--- src/sv/fpcp_pkg.sv ---
`default_nettype none

package fpcp_pkg;

    // Byte and CRC widths
    localparam int unsigned BYTE_W = 8;
    localparam int unsigned CRC_W  = 16;

    localparam logic [CRC_W-1:0] CRC_POLY = 16'h8005;
    localparam logic [CRC_W-1:0] CRC_INIT = 16'hFFFF;

    // Register reset values
    localparam logic [BYTE_W-1:0] MARK_FIRST_RST  = 8'hAA;
    localparam logic [BYTE_W-1:0] MARK_SECOND_RST = 8'h55;

    // Configuration register indexes
    localparam logic REG_MARK_FIRST  = 1'b0;
    localparam logic REG_MARK_SECOND = 1'b1;

    // Result kinds
    typedef enum logic [1:0] {
        KIND_PAYLOAD = 2'd0,
        KIND_GOOD    = 2'd1,
        KIND_BAD     = 2'd2
    } kind_t;

    // Parser phases, one-hot
    typedef enum logic [7:0] {
        PH_SOF1 = 8'b0000_0001,
        PH_SOF2 = 8'b0000_0010,
        PH_SEQ  = 8'b0000_0100,
        PH_CMD  = 8'b0000_1000,
        PH_LEN  = 8'b0001_0000,
        PH_DATA = 8'b0010_0000,
        PH_CRCH = 8'b0100_0000,
        PH_CRCL = 8'b1000_0000
    } phase_t;

    // One result item
    typedef struct packed {
        kind_t             kind;
        logic [BYTE_W-1:0] pbyte;
        logic [BYTE_W-1:0] pidx;
        logic [BYTE_W-1:0] seq;
        logic [BYTE_W-1:0] cmd;
        logic [BYTE_W-1:0] len;
    } result_t;

    // Fold one byte into the CRC, LSB first, eight shifts
    function automatic logic [CRC_W-1:0] crc_feed(input logic [CRC_W-1:0] acc,
                                                  input logic [BYTE_W-1:0] b);
        logic [CRC_W-1:0] c;
        c = acc ^ {{(CRC_W-BYTE_W){1'b0}}, b};
        for (int k = 0; k < BYTE_W; k++)
        begin
            if (c[0])
                c = (c >> 1) ^ CRC_POLY;
            else
                c = c >> 1;
        end
        return c;
    endfunction

endpackage

`default_nettype wire

--- src/sv/fpcp_parser.sv ---
`default_nettype none

module fpcp_parser
    import fpcp_pkg::*;
(
    input  wire logic              clk,
    input  wire logic              rst_n,
    input  wire logic              byte_fire,
    input  wire logic [BYTE_W-1:0] byte_in,
    input  wire logic [BYTE_W-1:0] mark_first,
    input  wire logic [BYTE_W-1:0] mark_second,
    output logic                   res_valid,
    output result_t                res
);

    phase_t            phase_reg, phase_next;
    logic [BYTE_W-1:0] seq_reg, seq_next;
    logic [BYTE_W-1:0] cmd_reg, cmd_next;
    logic [BYTE_W-1:0] len_reg, len_next;
    logic [BYTE_W-1:0] count_reg, count_next;
    logic [BYTE_W-1:0] crc_high_reg, crc_high_next;
    logic [CRC_W-1:0]  crc_reg, crc_next;
    logic [CRC_W-1:0]  crc_base;
    logic [CRC_W-1:0]  crc_fed;
    logic [BYTE_W-1:0] count_inc;

    // Shared CRC update: a new frame restarts from the initial value
    assign crc_base  = (phase_reg == PH_SEQ) ? CRC_INIT : crc_reg;
    assign crc_fed   = crc_feed(crc_base, byte_in);
    assign count_inc = count_reg + 8'd1;

    // Decode the current byte against the phase
    always_comb
    begin
        phase_next    = phase_reg;
        seq_next      = seq_reg;
        cmd_next      = cmd_reg;
        len_next      = len_reg;
        count_next    = count_reg;
        crc_high_next = crc_high_reg;
        crc_next      = crc_reg;
        res_valid     = 1'b0;
        res.kind      = KIND_PAYLOAD;
        res.pbyte     = '0;
        res.pidx      = '0;
        res.seq       = seq_reg;
        res.cmd       = cmd_reg;
        res.len       = len_reg;
        case (phase_reg)
            PH_SOF1:
            begin
                if (byte_in == mark_first)
                    phase_next = PH_SOF2;
            end
            PH_SOF2:
            begin
                if (byte_in == mark_second)
                    phase_next = PH_SEQ;
                else if (byte_in == mark_first)
                    phase_next = PH_SOF2;
                else
                    phase_next = PH_SOF1;
            end
            PH_SEQ:
            begin
                seq_next   = byte_in;
                crc_next   = crc_fed;
                phase_next = PH_CMD;
            end
            PH_CMD:
            begin
                cmd_next   = byte_in;
                crc_next   = crc_fed;
                phase_next = PH_LEN;
            end
            PH_LEN:
            begin
                len_next   = byte_in;
                crc_next   = crc_fed;
                count_next = '0;
                phase_next = (byte_in == '0) ? PH_CRCH : PH_DATA;
            end
            PH_DATA:
            begin
                res_valid  = 1'b1;
                res.pbyte  = byte_in;
                res.pidx   = count_reg;
                crc_next   = crc_fed;
                count_next = count_inc;
                if (count_inc >= len_reg)
                    phase_next = PH_CRCH;
            end
            PH_CRCH:
            begin
                crc_high_next = byte_in;
                phase_next    = PH_CRCL;
            end
            PH_CRCL:
            begin
                res_valid  = 1'b1;
                res.kind   = ({crc_high_reg, byte_in} == crc_reg) ? KIND_GOOD : KIND_BAD;
                phase_next = PH_SOF1;
            end
            default:
            begin
                phase_next = PH_SOF1;
            end
        endcase
    end

    // Advance frame state on each byte transfer
    always_ff @(posedge clk or negedge rst_n)
    begin
        if (!rst_n)
        begin
            phase_reg    <= PH_SOF1;
            seq_reg      <= '0;
            cmd_reg      <= '0;
            len_reg      <= '0;
            count_reg    <= '0;
            crc_high_reg <= '0;
            crc_reg      <= '0;
        end
        else if (byte_fire)
        begin
            phase_reg    <= phase_next;
            seq_reg      <= seq_next;
            cmd_reg      <= cmd_next;
            len_reg      <= len_next;
            count_reg    <= count_next;
            crc_high_reg <= crc_high_next;
            crc_reg      <= crc_next;
        end
    end

    // Payload positions stay below the declared length
    assert property (@(posedge clk) disable iff (!rst_n)
        (phase_reg == PH_DATA) |-> (count_reg < len_reg))
        else $error("payload index reached declared length");

    // A zero-length frame never enters the payload phase
    assert property (@(posedge clk) disable iff (!rst_n)
        (byte_fire && phase_reg == PH_LEN && byte_in == '0) |=> (phase_reg == PH_CRCH))
        else $error("zero length frame did not skip payload");

    // Verdict always returns the hunt to the first mark
    assert property (@(posedge clk) disable iff (!rst_n)
        (byte_fire && phase_reg == PH_CRCL) |=> (phase_reg == PH_SOF1))
        else $error("parser did not restart after verdict");

endmodule

`default_nettype wire

--- src/sv/fpcp_out_stage.sv ---
`default_nettype none

module fpcp_out_stage
    import fpcp_pkg::*;
(
    input  wire logic    clk,
    input  wire logic    rst_n,
    input  wire logic    push,
    input  wire result_t push_data,
    output logic         push_ready,
    output logic         out_valid,
    input  wire logic    out_ready,
    output result_t      out_data
);

    logic    main_valid_reg;
    logic    skid_valid_reg;
    result_t main_reg;
    result_t skid_reg;
    logic    out_fire;

    assign out_fire   = main_valid_reg && out_ready;
    assign push_ready = !skid_valid_reg;
    assign out_valid  = main_valid_reg;
    assign out_data   = main_reg;

    // Hold results in the output register, spill into the skid on a stall
    always_ff @(posedge clk or negedge rst_n)
    begin
        if (!rst_n)
        begin
            main_valid_reg <= 1'b0;
            skid_valid_reg <= 1'b0;
        end
        else if (skid_valid_reg)
        begin
            if (out_fire)
                skid_valid_reg <= 1'b0;
        end
        else if (push)
        begin
            if (main_valid_reg && !out_ready)
                skid_valid_reg <= 1'b1;
            else
                main_valid_reg <= 1'b1;
        end
        else if (out_fire)
        begin
            main_valid_reg <= 1'b0;
        end
    end

    // Payload registers
    always_ff @(posedge clk)
    begin
        if (skid_valid_reg)
        begin
            if (out_fire)
                main_reg <= skid_reg;
        end
        else if (push)
        begin
            if (main_valid_reg && !out_ready)
                skid_reg <= push_data;
            else
                main_reg <= push_data;
        end
    end

    // The skid is only ever used behind a full output register
    assert property (@(posedge clk) disable iff (!rst_n)
        skid_valid_reg |-> main_valid_reg)
        else $error("skid holds a result with output register empty");

    // The skid fills only when the output register was stalled
    assert property (@(posedge clk) disable iff (!rst_n)
        $rose(skid_valid_reg) |-> $past(main_valid_reg && !out_ready && push))
        else $error("skid filled without a stall");

    // A pending result is never dropped by a push into a full stage
    assert property (@(posedge clk) disable iff (!rst_n)
        (skid_valid_reg && !out_ready) |=> (skid_valid_reg && main_valid_reg))
        else $error("stalled results lost");

endmodule

`default_nettype wire

--- src/sv/framed_packet_crc_parser_top.sv ---
// Framed packet parser with CRC16 check. One received byte is taken per
// in_valid/in_ready transfer and the block sustains one byte per clock while
// in_ready is high: the next frame state and the 8-bit CRC16 update (init
// 0xFFFF, LSB first, right-shifting against 0x8005) are combinational, and any
// result is registered on the edge that takes the byte, in the output register
// or, while that register is stalled, in the skid. A two-entry output stage
// (output register plus skid) lets bytes keep flowing while a result waits;
// in_ready drops only when both entries are full. Payload bytes come out as
// kind 0 with their index; the second CRC byte gives kind 1 (good) or kind 2
// (mismatch) with sequence, command and length. Start marks sit at APB
// addresses 0x0 and 0x4 and should be written only while the block is idle.
`default_nettype none

module framed_packet_crc_parser_top
    import fpcp_pkg::*;
(
    input  wire logic        clk,
    input  wire logic        rst_n,
    input  wire logic        psel,
    input  wire logic        penable,
    input  wire logic        pwrite,
    input  wire logic [2:0]  paddr,
    input  wire logic [31:0] pwdata,
    output logic [31:0]      prdata,
    output logic             pready,
    input  wire logic        in_valid,
    output logic             in_ready,
    input  wire logic [7:0]  rx_byte,
    output logic             out_valid,
    input  wire logic        out_ready,
    output logic [1:0]       result_kind,
    output logic [7:0]       payload_byte,
    output logic [7:0]       payload_index,
    output logic [7:0]       frame_seq,
    output logic [7:0]       frame_cmd,
    output logic [7:0]       frame_length
);

    logic [BYTE_W-1:0] mark_first_reg;
    logic [BYTE_W-1:0] mark_second_reg;
    logic              wr_en;
    logic              byte_fire;
    logic              res_valid;
    result_t           res;
    result_t           out_data;

    // Configuration registers
    assign pready = 1'b1;
    assign wr_en  = psel && penable && pwrite;

    always_ff @(posedge clk or negedge rst_n)
    begin
        if (!rst_n)
        begin
            mark_first_reg  <= MARK_FIRST_RST;
            mark_second_reg <= MARK_SECOND_RST;
        end
        else if (wr_en)
        begin
            if (paddr[2] == REG_MARK_FIRST)
                mark_first_reg <= pwdata[BYTE_W-1:0];
            else
                mark_second_reg <= pwdata[BYTE_W-1:0];
        end
    end

    assign prdata = (paddr[2] == REG_MARK_SECOND) ? {24'd0, mark_second_reg}
                                                  : {24'd0, mark_first_reg};

    // Byte transfer
    assign byte_fire = in_valid && in_ready;

    fpcp_parser u_parser (
        .clk         (clk),
        .rst_n       (rst_n),
        .byte_fire   (byte_fire),
        .byte_in     (rx_byte),
        .mark_first  (mark_first_reg),
        .mark_second (mark_second_reg),
        .res_valid   (res_valid),
        .res         (res)
    );

    fpcp_out_stage u_out (
        .clk        (clk),
        .rst_n      (rst_n),
        .push       (byte_fire && res_valid),
        .push_data  (res),
        .push_ready (in_ready),
        .out_valid  (out_valid),
        .out_ready  (out_ready),
        .out_data   (out_data)
    );

    // Result fields
    assign result_kind   = out_data.kind;
    assign payload_byte  = out_data.pbyte;
    assign payload_index = out_data.pidx;
    assign frame_seq     = out_data.seq;
    assign frame_cmd     = out_data.cmd;
    assign frame_length  = out_data.len;

endmodule

`default_nettype wire
--- config.mk ---
export PLATFORM = sky130hd
export DESIGN_NAME = framed_packet_crc_parser_top
export DESIGN_NICKNAME = d
export VERILOG_FILES = /design/src/sv/fpcp_pkg.sv /design/src/sv/fpcp_parser.sv /design/src/sv/fpcp_out_stage.sv /design/src/sv/framed_packet_crc_parser_top.sv
export SDC_FILE = /design/constraint.sdc
export NUM_CORES = 1
export LEC_CHECK = 0
export ABC_AREA = 1
export BUFFER_PORTS_ARGS = -buffer_cell sky130_fd_sc_hd__buf_2
export CAP_MARGIN = 20
export CORE_ASPECT_RATIO = 1.25
export CORE_MARGIN = 4
export CORE_UTILIZATION = 59
export CTS_BUF_LIST = sky130_fd_sc_hd__clkbuf_8
export DETAILED_ROUTE_END_ITERATION = 10
export GPL_ROUTABILITY_DRIVEN = 0
export GPL_TIMING_DRIVEN = 1
export HOLD_SLACK_MARGIN = 0.03
export PLACE_DENSITY = 0.81
export SLEW_MARGIN = 10
export SYNTH_ARGS = -nofsm -noshare
export SYNTH_HDL_FRONTEND = slang
export SYNTH_SLANG_ARGS = --single-unit
--- constraint.sdc ---
create_clock -name clk -period 4.6 [get_ports clk]
set_clock_uncertainty 0.1 [all_clocks]
set_input_delay 0.92 -clock clk [delete_from_list [all_inputs] [get_ports clk]]
set_output_delay 0.92 -clock clk [all_outputs]
set_load 0.02 [all_outputs]
==> out/summary.txt <==
CLOCK TREE
------------------------------------------------------------------------------------------
Number of H-tree levels                                                                  4
Number of sinks on the clock net                                                       166
Clk slew on worst S/H paths                                                          90 ps
TritonCTS clock tree                                                                 built
Root cell of the clock tree                                                   sky130_fd_sc_hd__clkbuf_8
Inserted Clock Buffers                                                                  17
Worst-case clock buffer depth                                                            2
Setup repair bufs after CTS                                                              0
Hold buffer count at cts                                                                 0
CTS resizes                                                                              0
Clock insertion delay at the later pin of the skew report                           460 ps

FLOORPLANNING
------------------------------------------------------------------------------------------
Die outline width                                                                 111.2 um
Site row count                                                                          46
Die area                                                                        15240 um^2
Std-Cell Core Area                                                              12890 um^2
Initial standard-cell utilization of the core                                       0.6097
Vertical extent of the die                                                        137.0 um
Ports                                                                                  127

SYNTH
------------------------------------------------------------------------------------------
Xor-xnor portion of the synthesized cell area                                      0.04314
Sequential fraction of the synthesis area                                           0.5834
Average cell area after synthesis                                               9.335 um^2
Dominant combinational cell family by area after synthesis                    simple AND/OR/NAND/NOR gates
Cells after Synth                                                                      842
Mux share of post-synthesis cell area                                                    0
Biggest area contributors in the synthesized netlist                          sky130_fd_sc_hd__edfxtp_1 (32%), sky130_fd_sc_hd__dfrtp_1 (23%), sky130_fd_sc_hd__nand2_1 (13%)
Synthesis warning total                                                                  0
Share of synthesized cell area in full adder, half adder and majority cells        0.01433
Post-synthesis instance area                                                     7860 um^2
Fraction of the mapped netlist area in compound gates                              0.07259
Share of synthesized cell area in and, or, nand and nor gates                       0.2098
Seq cells post-synth                                                                   166
Fraction of post-synthesis cell area in the top cell type by area                   0.3209
Netlist cell types                                                                      42
Area leader, netlist                                                          sky130_fd_sc_hd__edfxtp_1

ROUTE
------------------------------------------------------------------------------------------
Overall routed net length                                                         16190 um
Number of remaining DRC errors                                                           0
Count of antenna-violating nets left after detailed routing                              0
Number of iterations in the first detailed-routing pass                                  5
Vias per cell                                                                        5.331
Routed wire per std cell                                                          14.82 um
Vias post-DR                                                                          5821
Iteration-0 DRC count of the detailed router                                           383

OUTCOME
------------------------------------------------------------------------------------------
Result of the run                                                                completed

PLACEMENT
------------------------------------------------------------------------------------------
Post-Place Worst Slack                                                             1469 ps
Detailed Place HPWL                                                               11090 um
Port buffer count                                                                       75

TIMING
------------------------------------------------------------------------------------------
Final-report max-slew violation count                                                    0
Hold_ws                                                                           353.0 ps
Final setup violation count                                                              0
Least setup slack across all paths after layout                                    1318 ps
Worst relative slew slack                                                           0.3691
Setup TNS                                                                             0 ps
Unrepaired setup endpoints after global routing                                      false
Period Utilization, post-route                                                      0.7135
Min cycle time layout                                                              3282 ps
Final hold vios                                                                          0
Pin slew with the least headroom to its limit                                     942.9 ps
Fmax                                                                             304.7 MHz

GLOBAL ROUTE
------------------------------------------------------------------------------------------
First-pass GRT wire length                                                        26480 um
Total congestion overflow                                                                0
Global-route total usage across every layer                                         0.2187
Largest net degree at the start of global routing                                       51
Number of global-route vias before repair                                             5561
Initial antenna violation count                                                          0

POWER
------------------------------------------------------------------------------------------
Total power                                                                     0.004520 W
Largest voltage drop on the vdd net                                              0.3548 mV
Pwr Density                                                                   515.9 nW/um^2
Leakage component of the power                                                    3.978 nW

CRITICAL PATH
------------------------------------------------------------------------------------------
Type of the worst setup path                                                  flip-flop to flip-flop
Worst r2r path cells                                                                    15
Worst Path Required                                                                4870 ps
Flop-to-flop setup slack                                                           1320 ps
Peak fanout along the critical path                                                     11
CP arrival                                                                         3550 ps
Worst setup path startpoint                                                   u_parser.count_reg[2]$_DFFE_PN0P_
Startpoint kind of the worst setup timing path                                   flip-flop
Worst Setup End Kind                                                             flip-flop
FF-to-FF End                                                                  u_parser.phase_reg[4]$_DFFE_PN0P_
Source of the worst register-to-register timing path                          u_parser.count_reg[2]$_DFFE_PN0P_
End of the critical path                                                      u_parser.phase_reg[4]$_DFFE_PN0P_

FLOW RUN
------------------------------------------------------------------------------------------
Total of max-cap violations                                                              0

LAYOUT
------------------------------------------------------------------------------------------
Synth-to-Final Area Change                                                          11.48%
Final net count                                                                        970
Antenna Diode Count                                                                      0
Share of post-route cells with drive strength above 1                               0.1677

WORST HOLD PATH
------------------------------------------------------------------------------------------
Class of the tightest hold or removal check                                   flip-flop to flip-flop

## final cells by class
cell class,instances,area (um^2)
Tap cell,168,210.2
Multi-Input combinational cell,568,2780
Inverter,78,292.8
Sequential cell,166,4586
Fill cell,1017,4130
Clock buffer,18,247.7
Timing Repair Buffer,80,435.4
Clock inverter,14,210.2
## layer usage
layer | share of wire | routed length [um] | global-route usage | vias to the layer above
li1 | - | - | - | 2836
met1 | 0.40 | 6549 | 0.2614 | 2756
met2 | 0.51 | 8330 | 0.3981 | 203
met3 | 0.058 | 938 | 0.04113 | 26
met4 | 0.023 | 367 | 0.07573 | 0
met5 | 0 | 0 | 0 | -
## cells by family (layout without fill, tap and decap cells)
| group | count (synthesis) | in the layout |
|---|---|---|
| adder cells (fa/ha/maj) | 9 | 9 |
| AO/OA/AOI/OAI | 108 | 108 |
| flip-flops | 166 | 166 |
| XOR/XNOR | 37 | 37 |
| other | 2 | 25 |
| buffers and inverters | 131 | 190 |
| AND/OR/NAND/NOR | 389 | 389 |
## Yosys cell counts (all sizes together)
| master | count |
|---|---|
| conb | 2 |
| edfxtp | 84 |
| a31oi | 3 |
| o31ai | 2 |
| or4 | 1 |
| nor3 | 2 |
| or2 | 4 |
| o21a | 2 |
| and3 | 2 |
| a22oi | 1 |
| xor2 | 18 |
| a21oi | 10 |
| o41ai | 1 |
| clkinv | 1 |
| inv | 77 |
| nand3 | 36 |
| a2111oi | 1 |
| o22ai | 5 |
| nor2 | 37 |
| nand2 | 289 |
| nor4 | 8 |
| nand4 | 9 |
| clkbuf | 23 |
| o21ai | 83 |
| dfstp | 9 |
| buf | 30 |
| nor3b | 1 |
| ha | 9 |
| dfrtp | 73 |
| xnor2 | 19 |
## metrics by stage
stage | instance area (um^2) | utilization | instances
after global routing | 8762 | 0.6796 | 1092
after detailed placement | 8277 | 0.6420 | 1059
after global placement | 8277 | 0.6420 | 1059
after CTS | 8735 | 0.6775 | 1091
final | 8762 | 0.6796 | 1092
after floorplan | 7946 | - | 865
## how the worst min path moves through the flow
stage / startpoint / endpoint / slack (ps) / cells after the start
after floorplan: u_parser.len_reg[1]$_DFFE_PN0P_ / u_out.skid_reg[1]$_DFFE_PP_ / 320 / 0
after global placement: u_parser.len_reg[3]$_DFFE_PN0P_ / u_out.skid_reg[3]$_DFFE_PP_ / 320 / 0
after detailed placement: u_parser.len_reg[1]$_DFFE_PN0P_ / u_out.skid_reg[1]$_DFFE_PP_ / 330 / 0
after CTS: u_parser.len_reg[1]$_DFFE_PN0P_ / u_out.skid_reg[1]$_DFFE_PP_ / 350 / 0
after global routing: u_parser.len_reg[1]$_DFFE_PN0P_ / u_out.skid_reg[1]$_DFFE_PP_ / 360 / 0
final: u_parser.len_reg[5]$_DFFE_PN0P_ / u_out.skid_reg[5]$_DFFE_PP_ / 350 / 0
## cell usage in the layout (no fill, tap or decap), types with 16 or more instances in the layout
master / instances
sky130_fd_sc_hd__buf_2: 74
sky130_fd_sc_hd__inv_1: 67
sky130_fd_sc_hd__edfxtp_1: 84
sky130_fd_sc_hd__nand2_1: 277
sky130_fd_sc_hd__nor2_1: 33
sky130_fd_sc_hd__nand3_1: 33
sky130_fd_sc_hd__xnor2_1: 19
sky130_fd_sc_hd__dfrtp_1: 73
sky130_fd_sc_hd__o21ai_0: 81
sky130_fd_sc_hd__xor2_1: 16
sky130_fd_sc_hd__conb_1: 25
sky130_fd_sc_hd__clkbuf_8: 18
## worst max-delay path, stage by stage, from the launching register on
cell                      delay, ps
sky130_fd_sc_hd__dfrtp_1        430
sky130_fd_sc_hd__inv_1          110
sky130_fd_sc_hd__nor3_1         390
sky130_fd_sc_hd__nand4_1        190
sky130_fd_sc_hd__nor2_1         190
sky130_fd_sc_hd__xor2_1         230
sky130_fd_sc_hd__inv_1           70
sky130_fd_sc_hd__ha_1           290
sky130_fd_sc_hd__nand2_1         70
sky130_fd_sc_hd__nor2_1         180
sky130_fd_sc_hd__nand4_1        100
sky130_fd_sc_hd__nand4_1        110
sky130_fd_sc_hd__nand3_1        300
sky130_fd_sc_hd__inv_1          250
sky130_fd_sc_hd__nand2_1         60
sky130_fd_sc_hd__o21ai_0        100
## where the power goes
| group | internal [W] | leakage, nW | switching (W) | total (W) |
|---|---|---|---|---|
| clock | 0.000623 | 0.225 | 0.000577 | 0.00120 |
| combinational | 0.000492 | 2.02 | 0.000904 | 0.00140 |
| sequential | 0.00178 | 1.73 | 0.000141 | 0.00192 |
Note: power is estimated with default switching activity, not from simulation.
